`src/dsbd_pkg.sv`:
```
package dsbd_pkg;

    // default number of class logits kept per detection
    localparam int CLASS_DEPTH_DEF = 32;

    // field widths
    localparam int COORD_W = 16;
    localparam int LOGIT_W = 16;
    localparam int CLASS_W = 8;
    localparam int CONF_W = 17;
    localparam int PIX_W = 13;
    localparam int MDL_W = 12;
    localparam int CFG_ADDR_W = 3;
    localparam int CFG_DATA_W = 17;

    // fixed point widths of the score path
    localparam int EXPV_W = 25;
    localparam int EXPT_W = 24;
    localparam int SUM_W = 33;
    localparam int DVD_W = 41;
    localparam int DVS_W = 33;

    // register indexes
    localparam logic [CFG_ADDR_W-1:0] CFG_CONF_THR = 3'd0;
    localparam logic [CFG_ADDR_W-1:0] CFG_MODEL_W = 3'd1;
    localparam logic [CFG_ADDR_W-1:0] CFG_MODEL_H = 3'd2;
    localparam logic [CFG_ADDR_W-1:0] CFG_FRAME_W = 3'd3;
    localparam logic [CFG_ADDR_W-1:0] CFG_FRAME_H = 3'd4;

    // item kinds on tuser
    localparam logic REQ_BOX = 1'b0;
    localparam logic REQ_LOGIT = 1'b1;

    typedef enum logic [4:0] {
        ST_IDLE,
        ST_RD,
        ST_LOADK,
        ST_EXP,
        ST_ACC,
        ST_CDIV,
        ST_CWAIT,
        ST_CONF,
        ST_CHK,
        ST_DROP,
        ST_MUL1,
        ST_MUL2,
        ST_MIN,
        ST_PDIV,
        ST_PWAIT,
        ST_POS,
        ST_WDIV,
        ST_WWAIT,
        ST_EXT,
        ST_EMIT
    } state_t;

    typedef enum logic [3:0] {
        OP_NONE,
        OP_ACCEPT,
        OP_RD,
        OP_LOADK,
        OP_EXP,
        OP_ACC,
        OP_CDIV_GO,
        OP_CONF,
        OP_CLEAR,
        OP_MUL1,
        OP_MUL2,
        OP_MIN,
        OP_PDIV_GO,
        OP_POS,
        OP_WDIV_GO,
        OP_EXT
    } op_t;

    typedef struct packed {
        op_t  op;
        logic emit;
        logic in_ready;
    } ctrl_t;

    typedef struct packed {
        logic exp_last;
        logic idx_last;
        logic div_done;
        logic pass;
        logic axis_last;
        logic out_free;
    } status_t;

    // q0.24 factor exp(-2^b/256) for bit b of the logit gap
    function automatic logic [EXPT_W-1:0] exp_factor(input logic [3:0] b);
        logic [EXPT_W-1:0] f;
        case (b)
            4'd0:    f = 24'd16711808;
            4'd1:    f = 24'd16646655;
            4'd2:    f = 24'd16517109;
            4'd3:    f = 24'd16261035;
            4'd4:    f = 24'd15760736;
            4'd5:    f = 24'd14805841;
            4'd6:    f = 24'd13066109;
            4'd7:    f = 24'd10175896;
            4'd8:    f = 24'd6171993;
            4'd9:    f = 24'd2270549;
            4'd10:   f = 24'd307285;
            4'd11:   f = 24'd5628;
            4'd12:   f = 24'd2;
            default: f = 24'd0;
        endcase
        return f;
    endfunction

endpackage

```
`src/dsbd_ram.sv`:
```
module dsbd_ram #(
    parameter int WIDTH = 16,
    parameter int DEPTH = 32,
    parameter int AW = (DEPTH > 1) ? $clog2(DEPTH) : 1
) (
    input  logic             clk,
    input  logic             we,
    input  logic [AW-1:0]    waddr,
    input  logic [WIDTH-1:0] wdata,
    input  logic [AW-1:0]    raddr,
    output logic [WIDTH-1:0] rdata
);

    logic [WIDTH-1:0] mem [DEPTH];
    logic [WIDTH-1:0] rdata_reg;

    // write port and registered read port
    always_ff @(posedge clk)
    begin
        if (we)
        begin
            mem[waddr] <= wdata;
        end
        rdata_reg <= mem[raddr];
    end

    assign rdata = rdata_reg;

endmodule

```
`src/dsbd_div.sv`:
```
module dsbd_div (
    input  logic                        clk,
    input  logic                        rst_n,
    input  logic                        start,
    input  logic [dsbd_pkg::DVD_W-1:0]  dividend,
    input  logic [dsbd_pkg::DVS_W-1:0]  divisor,
    output logic                        done,
    output logic [dsbd_pkg::DVD_W-1:0]  quotient
);

    localparam int CNT_W = $clog2(dsbd_pkg::DVD_W);

    logic                       busy_reg, busy_next;
    logic [CNT_W-1:0]           cnt_reg, cnt_next;
    logic [dsbd_pkg::DVD_W-1:0] num_reg, num_next;
    logic [dsbd_pkg::DVD_W-1:0] quo_reg, quo_next;
    logic [dsbd_pkg::DVS_W-1:0] rem_reg, rem_next;
    logic [dsbd_pkg::DVS_W-1:0] dvs_reg, dvs_next;
    logic [dsbd_pkg::DVS_W:0]   trial;

    // one quotient bit per cycle, restoring
    always_comb
    begin
        busy_next = busy_reg;
        cnt_next = cnt_reg;
        num_next = num_reg;
        quo_next = quo_reg;
        rem_next = rem_reg;
        dvs_next = dvs_reg;
        trial = {rem_reg, num_reg[dsbd_pkg::DVD_W-1]};
        if (start)
        begin
            busy_next = 1'b1;
            cnt_next = '0;
            num_next = dividend;
            quo_next = '0;
            rem_next = '0;
            dvs_next = divisor;
        end
        else if (busy_reg)
        begin
            num_next = {num_reg[dsbd_pkg::DVD_W-2:0], 1'b0};
            if (trial >= {1'b0, dvs_reg})
            begin
                rem_next = dsbd_pkg::DVS_W'(trial - {1'b0, dvs_reg});
                quo_next = {quo_reg[dsbd_pkg::DVD_W-2:0], 1'b1};
            end
            else
            begin
                rem_next = trial[dsbd_pkg::DVS_W-1:0];
                quo_next = {quo_reg[dsbd_pkg::DVD_W-2:0], 1'b0};
            end
            cnt_next = CNT_W'(cnt_reg + 1'b1);
            if (cnt_reg == CNT_W'(dsbd_pkg::DVD_W - 1))
            begin
                busy_next = 1'b0;
            end
        end
    end

    always_ff @(posedge clk or negedge rst_n)
    begin
        if (!rst_n)
        begin
            busy_reg <= 1'b0;
            cnt_reg <= '0;
        end
        else
        begin
            busy_reg <= busy_next;
            cnt_reg <= cnt_next;
        end
    end

    always_ff @(posedge clk)
    begin
        num_reg <= num_next;
        quo_reg <= quo_next;
        rem_reg <= rem_next;
        dvs_reg <= dvs_next;
    end

    assign done = !busy_reg;
    assign quotient = quo_reg;

endmodule

```
`src/dsbd_ctrl.sv`:
```
module dsbd_ctrl (
    input  logic              clk,
    input  logic              rst_n,
    input  logic              in_valid,
    input  logic              in_final,
    input  dsbd_pkg::status_t status,
    output dsbd_pkg::ctrl_t   ctrl
);

    dsbd_pkg::state_t state_reg, state_next;

    // next state
    always_comb
    begin
        state_next = state_reg;
        case (state_reg)
            dsbd_pkg::ST_IDLE:
                if (in_valid && in_final) state_next = dsbd_pkg::ST_RD;
            dsbd_pkg::ST_RD:    state_next = dsbd_pkg::ST_LOADK;
            dsbd_pkg::ST_LOADK: state_next = dsbd_pkg::ST_EXP;
            dsbd_pkg::ST_EXP:
                if (status.exp_last) state_next = dsbd_pkg::ST_ACC;
            dsbd_pkg::ST_ACC:
                state_next = status.idx_last ? dsbd_pkg::ST_CDIV : dsbd_pkg::ST_RD;
            dsbd_pkg::ST_CDIV:  state_next = dsbd_pkg::ST_CWAIT;
            dsbd_pkg::ST_CWAIT:
                if (status.div_done) state_next = dsbd_pkg::ST_CONF;
            dsbd_pkg::ST_CONF:  state_next = dsbd_pkg::ST_CHK;
            dsbd_pkg::ST_CHK:
                state_next = status.pass ? dsbd_pkg::ST_MUL1 : dsbd_pkg::ST_DROP;
            dsbd_pkg::ST_DROP:  state_next = dsbd_pkg::ST_IDLE;
            dsbd_pkg::ST_MUL1:  state_next = dsbd_pkg::ST_MUL2;
            dsbd_pkg::ST_MUL2:  state_next = dsbd_pkg::ST_MIN;
            dsbd_pkg::ST_MIN:   state_next = dsbd_pkg::ST_PDIV;
            dsbd_pkg::ST_PDIV:  state_next = dsbd_pkg::ST_PWAIT;
            dsbd_pkg::ST_PWAIT:
                if (status.div_done) state_next = dsbd_pkg::ST_POS;
            dsbd_pkg::ST_POS:   state_next = dsbd_pkg::ST_WDIV;
            dsbd_pkg::ST_WDIV:  state_next = dsbd_pkg::ST_WWAIT;
            dsbd_pkg::ST_WWAIT:
                if (status.div_done) state_next = dsbd_pkg::ST_EXT;
            dsbd_pkg::ST_EXT:
                state_next = status.axis_last ? dsbd_pkg::ST_EMIT : dsbd_pkg::ST_MUL1;
            dsbd_pkg::ST_EMIT:
                if (status.out_free) state_next = dsbd_pkg::ST_IDLE;
            default:            state_next = dsbd_pkg::ST_IDLE;
        endcase
    end

    // command outputs
    always_comb
    begin
        ctrl.op = dsbd_pkg::OP_NONE;
        ctrl.emit = 1'b0;
        ctrl.in_ready = 1'b0;
        case (state_reg)
            dsbd_pkg::ST_IDLE:
            begin
                ctrl.in_ready = 1'b1;
                if (in_valid) ctrl.op = dsbd_pkg::OP_ACCEPT;
            end
            dsbd_pkg::ST_RD:    ctrl.op = dsbd_pkg::OP_RD;
            dsbd_pkg::ST_LOADK: ctrl.op = dsbd_pkg::OP_LOADK;
            dsbd_pkg::ST_EXP:   ctrl.op = dsbd_pkg::OP_EXP;
            dsbd_pkg::ST_ACC:   ctrl.op = dsbd_pkg::OP_ACC;
            dsbd_pkg::ST_CDIV:  ctrl.op = dsbd_pkg::OP_CDIV_GO;
            dsbd_pkg::ST_CONF:  ctrl.op = dsbd_pkg::OP_CONF;
            dsbd_pkg::ST_DROP:  ctrl.op = dsbd_pkg::OP_CLEAR;
            dsbd_pkg::ST_MUL1:  ctrl.op = dsbd_pkg::OP_MUL1;
            dsbd_pkg::ST_MUL2:  ctrl.op = dsbd_pkg::OP_MUL2;
            dsbd_pkg::ST_MIN:   ctrl.op = dsbd_pkg::OP_MIN;
            dsbd_pkg::ST_PDIV:  ctrl.op = dsbd_pkg::OP_PDIV_GO;
            dsbd_pkg::ST_POS:   ctrl.op = dsbd_pkg::OP_POS;
            dsbd_pkg::ST_WDIV:  ctrl.op = dsbd_pkg::OP_WDIV_GO;
            dsbd_pkg::ST_EXT:   ctrl.op = dsbd_pkg::OP_EXT;
            dsbd_pkg::ST_EMIT:
                if (status.out_free)
                begin
                    ctrl.op = dsbd_pkg::OP_CLEAR;
                    ctrl.emit = 1'b1;
                end
            default:            ctrl.op = dsbd_pkg::OP_NONE;
        endcase
    end

    always_ff @(posedge clk or negedge rst_n)
    begin
        if (!rst_n)
        begin
            state_reg <= dsbd_pkg::ST_IDLE;
        end
        else
        begin
            state_reg <= state_next;
        end
    end

endmodule

```
`src/dsbd_dp.sv`:
```
module dsbd_dp #(
    parameter int CLASS_DEPTH = dsbd_pkg::CLASS_DEPTH_DEF
) (
    input  logic                                clk,
    input  logic                                rst_n,
    input  dsbd_pkg::ctrl_t                     ctrl,
    output dsbd_pkg::status_t                   status,
    input  logic                                in_type,
    input  logic [dsbd_pkg::COORD_W-1:0]        in_cx,
    input  logic [dsbd_pkg::COORD_W-1:0]        in_cy,
    input  logic [dsbd_pkg::COORD_W-1:0]        in_bw,
    input  logic [dsbd_pkg::COORD_W-1:0]        in_bh,
    input  logic signed [dsbd_pkg::LOGIT_W-1:0] in_logit,
    input  logic                                cfg_we,
    input  logic [dsbd_pkg::CFG_ADDR_W-1:0]     cfg_addr,
    input  logic [dsbd_pkg::CFG_DATA_W-1:0]     cfg_data,
    input  logic                                out_ready,
    output logic                                out_valid,
    output logic [dsbd_pkg::CLASS_W-1:0]        out_class,
    output logic [dsbd_pkg::CONF_W-1:0]         out_conf,
    output logic [dsbd_pkg::PIX_W-1:0]          out_left,
    output logic [dsbd_pkg::PIX_W-1:0]          out_top,
    output logic [dsbd_pkg::PIX_W-1:0]          out_width,
    output logic [dsbd_pkg::PIX_W-1:0]          out_height
);

    localparam int CW = $clog2(CLASS_DEPTH + 1);
    localparam int AW = (CLASS_DEPTH > 1) ? $clog2(CLASS_DEPTH) : 1;
    localparam logic [dsbd_pkg::CONF_W-1:0] CONF_ONE = 17'd65536;
    localparam logic [dsbd_pkg::PIX_W-1:0] PIX_MAX = 13'd8191;

    // configuration
    logic [dsbd_pkg::CONF_W-1:0] thr_reg;
    logic [dsbd_pkg::MDL_W-1:0]  mw_reg, mh_reg;
    logic [dsbd_pkg::PIX_W-1:0]  fw_reg, fh_reg;

    // detection state
    logic [dsbd_pkg::COORD_W-1:0]        cx_reg, cy_reg, bw_reg, bh_reg;
    logic [CW-1:0]                       count_reg, idx_reg;
    logic signed [dsbd_pkg::LOGIT_W-1:0] best_reg;
    logic [dsbd_pkg::CLASS_W-1:0]        bidx_reg;

    // score path
    logic [dsbd_pkg::LOGIT_W-1:0] k_reg;
    logic [dsbd_pkg::EXPV_W-1:0]  v_reg;
    logic [3:0]                   bit_reg;
    logic [dsbd_pkg::SUM_W-1:0]   sum_reg;
    logic [dsbd_pkg::CONF_W-1:0]  conf_reg;

    // box path
    logic                   axis_reg;
    logic [30:0]            xpos_reg;
    logic [29:0]            ws_reg;
    logic [16:0]            d_reg;
    logic [29:0]            fd_reg;
    logic signed [31:0]     w_reg;
    logic [dsbd_pkg::PIX_W-1:0] left_reg, top_reg, wd_reg, ht_reg;

    // result register
    logic                         ov_reg;
    logic [dsbd_pkg::CLASS_W-1:0] oc_reg;
    logic [dsbd_pkg::CONF_W-1:0]  of_reg;
    logic [dsbd_pkg::PIX_W-1:0]   ol_reg, ot_reg, ow_reg, oh_reg;

    logic                          accept, store_we;
    logic [dsbd_pkg::LOGIT_W-1:0]  rdata;
    logic signed [dsbd_pkg::LOGIT_W:0] gap;
    logic [48:0]                   prod;
    logic [dsbd_pkg::EXPV_W-1:0]   v_step;
    logic                          div_start, div_done;
    logic [dsbd_pkg::DVD_W-1:0]    dvd, quo;
    logic [dsbd_pkg::DVS_W-1:0]    dvs;
    logic [dsbd_pkg::COORD_W-1:0]  ctr, sz;
    logic [dsbd_pkg::MDL_W-1:0]    mdl;
    logic [dsbd_pkg::PIX_W-1:0]    frm;
    logic signed [17:0]            span;
    logic signed [31:0]            xprod;
    logic signed [31:0]            lim;
    logic [dsbd_pkg::PIX_W-1:0]    q_sat;

    assign accept = (ctrl.op == dsbd_pkg::OP_ACCEPT);
    assign store_we = accept && (in_type == dsbd_pkg::REQ_LOGIT)
                      && (count_reg < CW'(CLASS_DEPTH));

    dsbd_ram #(
        .WIDTH (dsbd_pkg::LOGIT_W),
        .DEPTH (CLASS_DEPTH)
    ) u_store (
        .clk   (clk),
        .we    (store_we),
        .waddr (count_reg[AW-1:0]),
        .wdata (in_logit),
        .raddr (idx_reg[AW-1:0]),
        .rdata (rdata)
    );

    // gap to the best logit and one exp factor step
    assign gap = $signed({best_reg[dsbd_pkg::LOGIT_W-1], best_reg})
                 - $signed({rdata[dsbd_pkg::LOGIT_W-1], rdata});
    assign prod = 49'(v_reg) * 49'(dsbd_pkg::exp_factor(bit_reg));
    assign v_step = dsbd_pkg::EXPV_W'((prod + 49'd8388608) >> 24);

    // axis operand select
    assign ctr = axis_reg ? cy_reg : cx_reg;
    assign sz = axis_reg ? bh_reg : bw_reg;
    assign mdl = axis_reg ? mh_reg : mw_reg;
    assign frm = axis_reg ? fh_reg : fw_reg;
    assign span = $signed({1'b0, ctr, 1'b0}) - $signed({2'b00, sz});
    assign xprod = 32'($signed({1'b0, frm})) * 32'(span);
    assign lim = $signed({2'b00, fd_reg}) - $signed({1'b0, xpos_reg});
    assign q_sat = (quo > dsbd_pkg::DVD_W'(PIX_MAX)) ? PIX_MAX : quo[dsbd_pkg::PIX_W-1:0];

    // shared divider operands
    always_comb
    begin
        div_start = 1'b0;
        dvd = '0;
        dvs = dsbd_pkg::DVS_W'(d_reg);
        case (ctrl.op)
            dsbd_pkg::OP_CDIV_GO:
            begin
                div_start = 1'b1;
                dvd = {1'b1, {(dsbd_pkg::DVD_W-1){1'b0}}};
                dvs = sum_reg;
            end
            dsbd_pkg::OP_PDIV_GO:
            begin
                div_start = 1'b1;
                dvd = dsbd_pkg::DVD_W'(xpos_reg);
            end
            dsbd_pkg::OP_WDIV_GO:
            begin
                div_start = 1'b1;
                dvd = w_reg[31] ? '0 : dsbd_pkg::DVD_W'(w_reg[30:0]);
            end
            default:
            begin
                div_start = 1'b0;
            end
        endcase
    end

    dsbd_div u_div (
        .clk      (clk),
        .rst_n    (rst_n),
        .start    (div_start),
        .dividend (dvd),
        .divisor  (dvs),
        .done     (div_done),
        .quotient (quo)
    );

    // configuration registers
    always_ff @(posedge clk or negedge rst_n)
    begin
        if (!rst_n)
        begin
            thr_reg <= 17'd16384;
            mw_reg <= 12'd640;
            mh_reg <= 12'd640;
            fw_reg <= 13'd640;
            fh_reg <= 13'd480;
        end
        else if (cfg_we)
        begin
            case (cfg_addr)
                dsbd_pkg::CFG_CONF_THR: thr_reg <= cfg_data;
                dsbd_pkg::CFG_MODEL_W:  mw_reg <= cfg_data[dsbd_pkg::MDL_W-1:0];
                dsbd_pkg::CFG_MODEL_H:  mh_reg <= cfg_data[dsbd_pkg::MDL_W-1:0];
                dsbd_pkg::CFG_FRAME_W:  fw_reg <= cfg_data[dsbd_pkg::PIX_W-1:0];
                dsbd_pkg::CFG_FRAME_H:  fh_reg <= cfg_data[dsbd_pkg::PIX_W-1:0];
                default:                thr_reg <= thr_reg;
            endcase
        end
    end

    // detection tracking: held box, count, running best
    always_ff @(posedge clk or negedge rst_n)
    begin
        if (!rst_n)
        begin
            cx_reg <= '0;
            cy_reg <= '0;
            bw_reg <= '0;
            bh_reg <= '0;
            count_reg <= '0;
            best_reg <= {1'b1, {(dsbd_pkg::LOGIT_W-1){1'b0}}};
            bidx_reg <= '0;
        end
        else if (accept && (in_type == dsbd_pkg::REQ_BOX))
        begin
            cx_reg <= in_cx;
            cy_reg <= in_cy;
            bw_reg <= in_bw;
            bh_reg <= in_bh;
            count_reg <= '0;
            best_reg <= {1'b1, {(dsbd_pkg::LOGIT_W-1){1'b0}}};
            bidx_reg <= '0;
        end
        else if (store_we)
        begin
            if ((count_reg == '0) || (in_logit > best_reg))
            begin
                best_reg <= in_logit;
                bidx_reg <= dsbd_pkg::CLASS_W'(count_reg);
            end
            count_reg <= CW'(count_reg + 1'b1);
        end
        else if (ctrl.op == dsbd_pkg::OP_CLEAR)
        begin
            count_reg <= '0;
            best_reg <= {1'b1, {(dsbd_pkg::LOGIT_W-1){1'b0}}};
            bidx_reg <= '0;
        end
    end

    // sum pass over the stored logits
    always_ff @(posedge clk or negedge rst_n)
    begin
        if (!rst_n)
        begin
            idx_reg <= '0;
            bit_reg <= '0;
            sum_reg <= '0;
        end
        else
        begin
            case (ctrl.op)
                dsbd_pkg::OP_ACCEPT:
                begin
                    idx_reg <= '0;
                    sum_reg <= '0;
                end
                dsbd_pkg::OP_LOADK:
                begin
                    bit_reg <= '0;
                end
                dsbd_pkg::OP_EXP:
                begin
                    bit_reg <= bit_reg + 4'd1;
                end
                dsbd_pkg::OP_ACC:
                begin
                    sum_reg <= sum_reg + dsbd_pkg::SUM_W'(v_reg);
                    idx_reg <= CW'(idx_reg + 1'b1);
                end
                default:
                begin
                    idx_reg <= idx_reg;
                end
            endcase
        end
    end

    // score and box datapath registers
    always_ff @(posedge clk)
    begin
        case (ctrl.op)
            dsbd_pkg::OP_LOADK:
            begin
                k_reg <= gap[dsbd_pkg::LOGIT_W-1:0];
                v_reg <= dsbd_pkg::EXPV_W'(1) << 24;
            end
            dsbd_pkg::OP_EXP:
            begin
                if (k_reg[bit_reg]) v_reg <= v_step;
            end
            dsbd_pkg::OP_CONF:
            begin
                conf_reg <= (quo > dsbd_pkg::DVD_W'(CONF_ONE)) ? CONF_ONE
                            : quo[dsbd_pkg::CONF_W-1:0];
            end
            dsbd_pkg::OP_MUL1:
            begin
                xpos_reg <= xprod[31] ? '0 : xprod[30:0];
                ws_reg <= {(29'(frm) * 29'(sz)), 1'b0};
                d_reg <= {((mdl == '0) ? dsbd_pkg::MDL_W'(1) : mdl), 5'b00000};
            end
            dsbd_pkg::OP_MUL2:
            begin
                fd_reg <= 30'(frm) * 30'(d_reg);
            end
            dsbd_pkg::OP_MIN:
            begin
                w_reg <= (lim < $signed({2'b00, ws_reg})) ? lim : $signed({2'b00, ws_reg});
            end
            dsbd_pkg::OP_POS:
            begin
                if (axis_reg) top_reg <= q_sat;
                else left_reg <= q_sat;
            end
            dsbd_pkg::OP_EXT:
            begin
                if (axis_reg) ht_reg <= q_sat;
                else wd_reg <= q_sat;
            end
            default:
            begin
                k_reg <= k_reg;
            end
        endcase
    end

    // axis select: x first, then y
    always_ff @(posedge clk or negedge rst_n)
    begin
        if (!rst_n)
        begin
            axis_reg <= 1'b0;
        end
        else if (ctrl.op == dsbd_pkg::OP_EXT)
        begin
            axis_reg <= !axis_reg;
        end
    end

    // result register toward the master side
    always_ff @(posedge clk or negedge rst_n)
    begin
        if (!rst_n)
        begin
            ov_reg <= 1'b0;
        end
        else if (ctrl.emit)
        begin
            ov_reg <= 1'b1;
        end
        else if (out_ready)
        begin
            ov_reg <= 1'b0;
        end
    end

    always_ff @(posedge clk)
    begin
        if (ctrl.emit)
        begin
            oc_reg <= bidx_reg;
            of_reg <= conf_reg;
            ol_reg <= left_reg;
            ot_reg <= top_reg;
            ow_reg <= wd_reg;
            oh_reg <= ht_reg;
        end
    end

    assign status.exp_last = (bit_reg == 4'd15);
    assign status.idx_last = (CW'(idx_reg + 1'b1) >= count_reg);
    assign status.div_done = div_done;
    assign status.pass = (conf_reg >= thr_reg);
    assign status.axis_last = axis_reg;
    assign status.out_free = !ov_reg || out_ready;

    assign out_valid = ov_reg;
    assign out_class = oc_reg;
    assign out_conf = of_reg;
    assign out_left = ol_reg;
    assign out_top = ot_reg;
    assign out_width = ow_reg;
    assign out_height = oh_reg;

endmodule

```
`src/detection_score_and_box_decode.sv`:
```
// Detection post-processing: one box beat (tuser 0) opens a detection, then one class
// logit per beat (tuser 1), the final one marked by tlast. Box and logit beats are taken
// back to back while the block is idle. On the final logit a sum pass walks the m stored
// logits, each a logit memory read plus a 16-step exp product on one 25x24 multiplier; the
// confidence and the four box divisions then run on one shared restoring divider, each
// division a start, 41 quotient bits and done. After the sum pass a result below the
// confidence threshold is dropped, otherwise it is emitted once the output is free. A
// result beat waits in its own output register.
module detection_score_and_box_decode #(
    parameter int CLASS_DEPTH = dsbd_pkg::CLASS_DEPTH_DEF
) (
    input  logic                                clk,
    input  logic                                rst_n,
    input  logic                                s_axis_tvalid,
    output logic                                s_axis_tready,
    // center_x[15:0], center_y[31:16], box_w[47:32], box_h[63:48], logit[79:64]
    input  logic [79:0]                         s_axis_tdata,
    // req_type
    input  logic                                s_axis_tuser,
    input  logic                                s_axis_tlast,
    output logic                                m_axis_tvalid,
    input  logic                                m_axis_tready,
    // class_id[7:0], confidence[24:8], left[37:25], top[50:38], width[63:51],
    // height[76:64], zero fill [79:77]
    output logic [79:0]                         m_axis_tdata,
    input  logic                                cfg_we,
    input  logic [dsbd_pkg::CFG_ADDR_W-1:0]     cfg_addr,
    input  logic [dsbd_pkg::CFG_DATA_W-1:0]     cfg_data
);

    dsbd_pkg::ctrl_t   ctrl;
    dsbd_pkg::status_t status;

    logic [dsbd_pkg::CLASS_W-1:0] out_class;
    logic [dsbd_pkg::CONF_W-1:0]  out_conf;
    logic [dsbd_pkg::PIX_W-1:0]   out_left, out_top, out_width, out_height;

    dsbd_ctrl u_ctrl (
        .clk      (clk),
        .rst_n    (rst_n),
        .in_valid (s_axis_tvalid),
        .in_final (s_axis_tuser && s_axis_tlast),
        .status   (status),
        .ctrl     (ctrl)
    );

    dsbd_dp #(
        .CLASS_DEPTH (CLASS_DEPTH)
    ) u_dp (
        .clk        (clk),
        .rst_n      (rst_n),
        .ctrl       (ctrl),
        .status     (status),
        .in_type    (s_axis_tuser),
        .in_cx      (s_axis_tdata[15:0]),
        .in_cy      (s_axis_tdata[31:16]),
        .in_bw      (s_axis_tdata[47:32]),
        .in_bh      (s_axis_tdata[63:48]),
        .in_logit   (s_axis_tdata[79:64]),
        .cfg_we     (cfg_we),
        .cfg_addr   (cfg_addr),
        .cfg_data   (cfg_data),
        .out_ready  (m_axis_tready),
        .out_valid  (m_axis_tvalid),
        .out_class  (out_class),
        .out_conf   (out_conf),
        .out_left   (out_left),
        .out_top    (out_top),
        .out_width  (out_width),
        .out_height (out_height)
    );

    assign s_axis_tready = ctrl.in_ready;
    assign m_axis_tdata = {3'b000, out_height, out_width, out_top, out_left,
                           out_conf, out_class};

endmodule

```
`config.mk`:
```
export PLATFORM = sky130hd
export DESIGN_NAME = detection_score_and_box_decode
export DESIGN_NICKNAME = d
export VERILOG_FILES = /design/src/dsbd_pkg.sv /design/src/dsbd_ram.sv /design/src/dsbd_div.sv /design/src/dsbd_ctrl.sv /design/src/dsbd_dp.sv /design/src/detection_score_and_box_decode.sv
export SDC_FILE = /design/constraint.sdc
export NUM_CORES = 2
export LEC_CHECK = 0
export BUFFER_PORTS_ARGS = -buffer_cell sky130_fd_sc_hd__buf_4
export CAP_MARGIN = 15
export CORE_MARGIN = 5
export CORE_UTILIZATION = 57
export DETAILED_ROUTE_END_ITERATION = 8
export PLACE_DENSITY = 0.76
export SYNTH_ARGS = -nofsm -noshare
export SYNTH_HDL_FRONTEND = slang
export SYNTH_SLANG_ARGS = --single-unit
export TNS_END_PERCENT = 100
```
`constraint.sdc`:
```
create_clock -name clk -period 10.4 [get_ports clk]
set_clock_uncertainty 0.2 [all_clocks]
set_input_delay 0.52 -clock clk [delete_from_list [all_inputs] [get_ports clk]]
set_output_delay 0.52 -clock clk [all_outputs]
set_load 0.005 [all_outputs]
```
==> results.py <==
metrics = {
    "status": {
        "status": "completed",
    },
    "sta": {
        "slew_viol_final": 0,
        "hold_viol": 0,
        "post-route-period-util_pct": 95.5,
        "tns_ns": 0,
        "max_freq_mhz": 101,
        "setup_slack_ns": 0.464,
        "slew-limit-headroom_pct": 22.8,
        "setup_viol": 0,
        "post-route-min-period_ns": 9.94,
        "worst_pin_slew_ns": 1.15,
    },
    "worst_hold_path": {
        "hold_class": "input pin to flop",
    },
    "logic_synthesis": {
        "synth_warnings": 0,
        "synth_top_flop_cell": "edfxtp_1",
        "synthTopCellsByArea": "edfxtp_1, fa_1, ha_1",
        "synth_top_area_share_pct": 29.2,
        "synthDistinctLibCells": 87,
        "ys_seq_area_share_pct": 37.0,
        "synth_edf_count": 900,
        "syn_area_per_cell_um2": 11.0,
        "synth_area_mm2": 0.0927,
        "synth.largest_area_cell": "edfxtp_1",
        "synthCells": 8388,
        "synthArstFlopShare_pct": 17.9,
        "synth.ff_latch_count": 1206,
    },
    "die": {
        "io_pins": 189,
        "die_y_um": 413,
        "rows": 148,
        "initial_core_util_pct": 57.1,
        "die_area_mm2": 0.171,
        "core_mm2": 0.162,
        "chipWidth_um": 413,
    },
    "critical_path": {
        "crit_top_cell": "fa_1",
        "worstPathMaxFanout": 19,
        "crit_slowest_cell": "dfrtp_4",
        "max_stage_delay_ns": 0.63,
        "cp_data_arrival_time_ns": 10.24,
        "critPathLaunchType": "flop",
        "worstSetupPathType": "flop to flop",
        "endpoint_kind": "flop",
        "crit_required_ns": 10.70,
    },
    "global_route": {
        "grt_usage_pct": 28.0,
        "grt_max_degree": 97,
        "grt_pass1_vias": 66700,
        "grt_pass1_wl_um": 372000,
        "antenna_found_initial": 12,
        "overflow": 0,
    },
    "finish": {
        "nets": 10300,
        "largest_register_ffs": 512,
        "multi_input_area_mm2": 0.0522,
        "fin_cells": 10900,
        "area_delta_synth_final_pct": 10.7,
        "drive_gt1_share_pct": 11.1,
        "fillCellCount": 12500,
        "finish.instance_area_mm2": 0.103,
        "seq_area_mm2": 0.0343,
    },
    "clock_network": {
        "clock_path_buffers": 3,
        "numCtsBuffers": 134,
        "cts-root-buf": "clkbuf_16",
        "cts_sinks": 1206,
        "clk_pin_slew_ns": 0.06,
        "h-tree-depth": 4,
        "tritoncts": "yes",
        "clock_latency_ns": 0.79,
    },
    "place": {
        "place.gp.congestion": 0.943,
        "dpl_worst_slack_ns": -0.0118,
        "hpwl_um": 172000,
        "port_buffers": 183,
        "placed_cells": 10600,
        "place_area_mm2": 0.0969,
    },
    "pwr": {
        "clockPowerShare_pct": 37.4,
        "seqPwrFrac_pct": 41.0,
        "p_leak_nw": 46.5,
        "ir_drop_v": 0.000206,
        "intPower_mw": 9.36,
        "power_switching_mw": 3.79,
        "p_comb_share_pct": 21.5,
        "powerDensity_mw_per_mm2": 128,
        "switching_share_pct": 28.9,
    },
    "drt": {
        "final_antenna_net_count": 0,
        "post_drt_via_cell_ratio": 5.80,
        "wl_um": 236000,
        "via_count": 63300,
        "drc_errors": 0,
        "wl_per_cell_um": 21.6,
        "drtIter0Drc": 5714,
        "first_pass_iters": 6,
    },
    "job": {
        "maxCapViolCount": 0,
    },
}
==> synth_stat cells (all sizes together), types with 8 or more instances <==
master / instances
inv: 1356
fa: 995
nand2: 925
edfxtp: 900
ha: 612
nor2: 417
and2: 404
clkbuf: 304
o21ai: 283
a21oi: 270
mux2: 246
dfrtp: 204
mux2i: 184
xnor2: 155
a21o: 114
dfxtp: 90
nand3: 81
nor3: 70
mux4: 69
nand2b: 67
nor2b: 60
xor2: 60
o221ai: 49
buf: 46
nand4: 33
o21a: 33
a222oi: 30
a31oi: 29
o21bai: 29
o22ai: 25
a211oi: 23
and3: 21
nor4: 19
or3: 17
dfstp: 12
o31ai: 12
or2: 12
a21boi: 11
o211ai: 9
o41ai: 9
a2111oi: 8
a22o: 8
nor3b: 8
==> cells in the final DEF, fill, tap and decap left out, types with 246 or more instances in the layout <==
| master | n |
|---|---|
| ha_1 | 612 |
| a21oi_1 | 264 |
| mux2_2 | 246 |
| inv_1 | 1356 |
| buf_4 | 350 |
| nor2_1 | 408 |
| and2_1 | 404 |
| fa_1 | 995 |
| o21ai_0 | 264 |
| nand2_1 | 925 |
| edfxtp_1 | 900 |
==> logic make-up (layout without fill, tap and decap cells) <==
family | Yosys count | count (layout) | synth area share (%)
compound gates | 991 | 991 | 6.80
flops | 1206 | 1206 | 37.0
simple gates | 2159 | 2159 | 10.8
fa+ha+maj | 1607 | 1607 | 29.8
buf+inv | 1710 | 2059 | 6.96
mux | 499 | 499 | 6.65
xor+xnor | 215 | 215 | 2.03
other cells | 1 | 9 | 0.00405
==> worst paths after layout <==
check | startpoint | end | slack, ns | cells after the start
worst max register to register | u_dp.axis_reg$_DFFE_PN0N_ | u_dp.xpos_reg[24]$_SDFFCE_PP0N_ | 0.46 | 31
worst min-delay path | s_axis_tuser | u_dp.count_reg[1]$_DFFE_PN0P_ | 0.07 | 4
max in group asynchronous | rst_n | u_dp.u_div.busy_reg$_DFF_PN0_ | 7.51 | 4
min in group asynchronous | rst_n | u_dp.bidx_reg[2]$_DFFE_PN0P_ | 0.20 | 2
worst max-delay path | u_dp.axis_reg$_DFFE_PN0N_ | u_dp.xpos_reg[24]$_SDFFCE_PP0N_ | 0.46 | 31
worst min register to register | u_dp.top_reg[4]$_DFFE_PP_ | u_dp.out_top[4]$_DFFE_PP_ | 0.22 | 0
==> critical path: cells and delay by family (launching register included) <==
family,cells,cell delay (ns)
flip-flops,1,0.63
AO/OA/AOI/OAI,11,2.72
adder cells (fa/ha/maj),8,3.59
multiplexers,1,0.46
buffers and inverters,7,1.15
AND/OR/NAND/NOR,3,0.54
XOR/XNOR,1,0.35
==> power groups by stage <==
stage / logic (mW) / registers (mW) / clock network (mW)
2_1_floorplan: 2.00 / 5.48 / 0
3_3_place_gp: 2.66 / 5.49 / 0
3_5_place_dp: 2.72 / 5.49 / 0
4_1_cts: 2.82 / 5.39 / 5.01
5_1_grt: 3.14 / 5.40 / 5.21
6_report: 2.83 / 5.40 / 4.92
==> layer usage <==
layer  part of all wire, %  track usage [%]
met1                    41             38.4
met2                    46             44.7
met3                   9.0             5.74
met4                   3.9             9.91
met5                 0.031                0
==> repair_timing <==
| item | CTS | global route |
|---|---|---|
| gates cloned | 0 | 0 |
| hold buffers | 98 | 0 |
| hold endpoints to repair | 680 | 0 |
| setup endpoints to repair | 22 | 34 |
| gates resized for setup | 2 | 12 |
| pin swaps | 0 | 1 |
| buffers inserted | 0 | 2 |
==> through the flow <==
stage	util [%]	hold slack (ns)	total power, mW
after detailed placement	59.7	0.205	8.21
after CTS	63.2	0.0165	13.2
after global routing	63.2	0.0646	13.7
final	63.2	0.0743	13.2
after global placement	59.7	0.201	8.15
after floorplan	-	0.0244	7.48
==> area by class of cell <==
cell class,count,area share (%)
Multi-Input combinational cell,5476,50.9
Sequential cell,1206,33.4
Antenna cell,4,0.00976
Timing Repair Buffer,451,3.55
Tap cell,2175,2.65
Clock buffer,166,3.49
Clock inverter,82,0.997
Inverter,1360,4.98
Note: power is estimated with default switching activity, not from simulation.
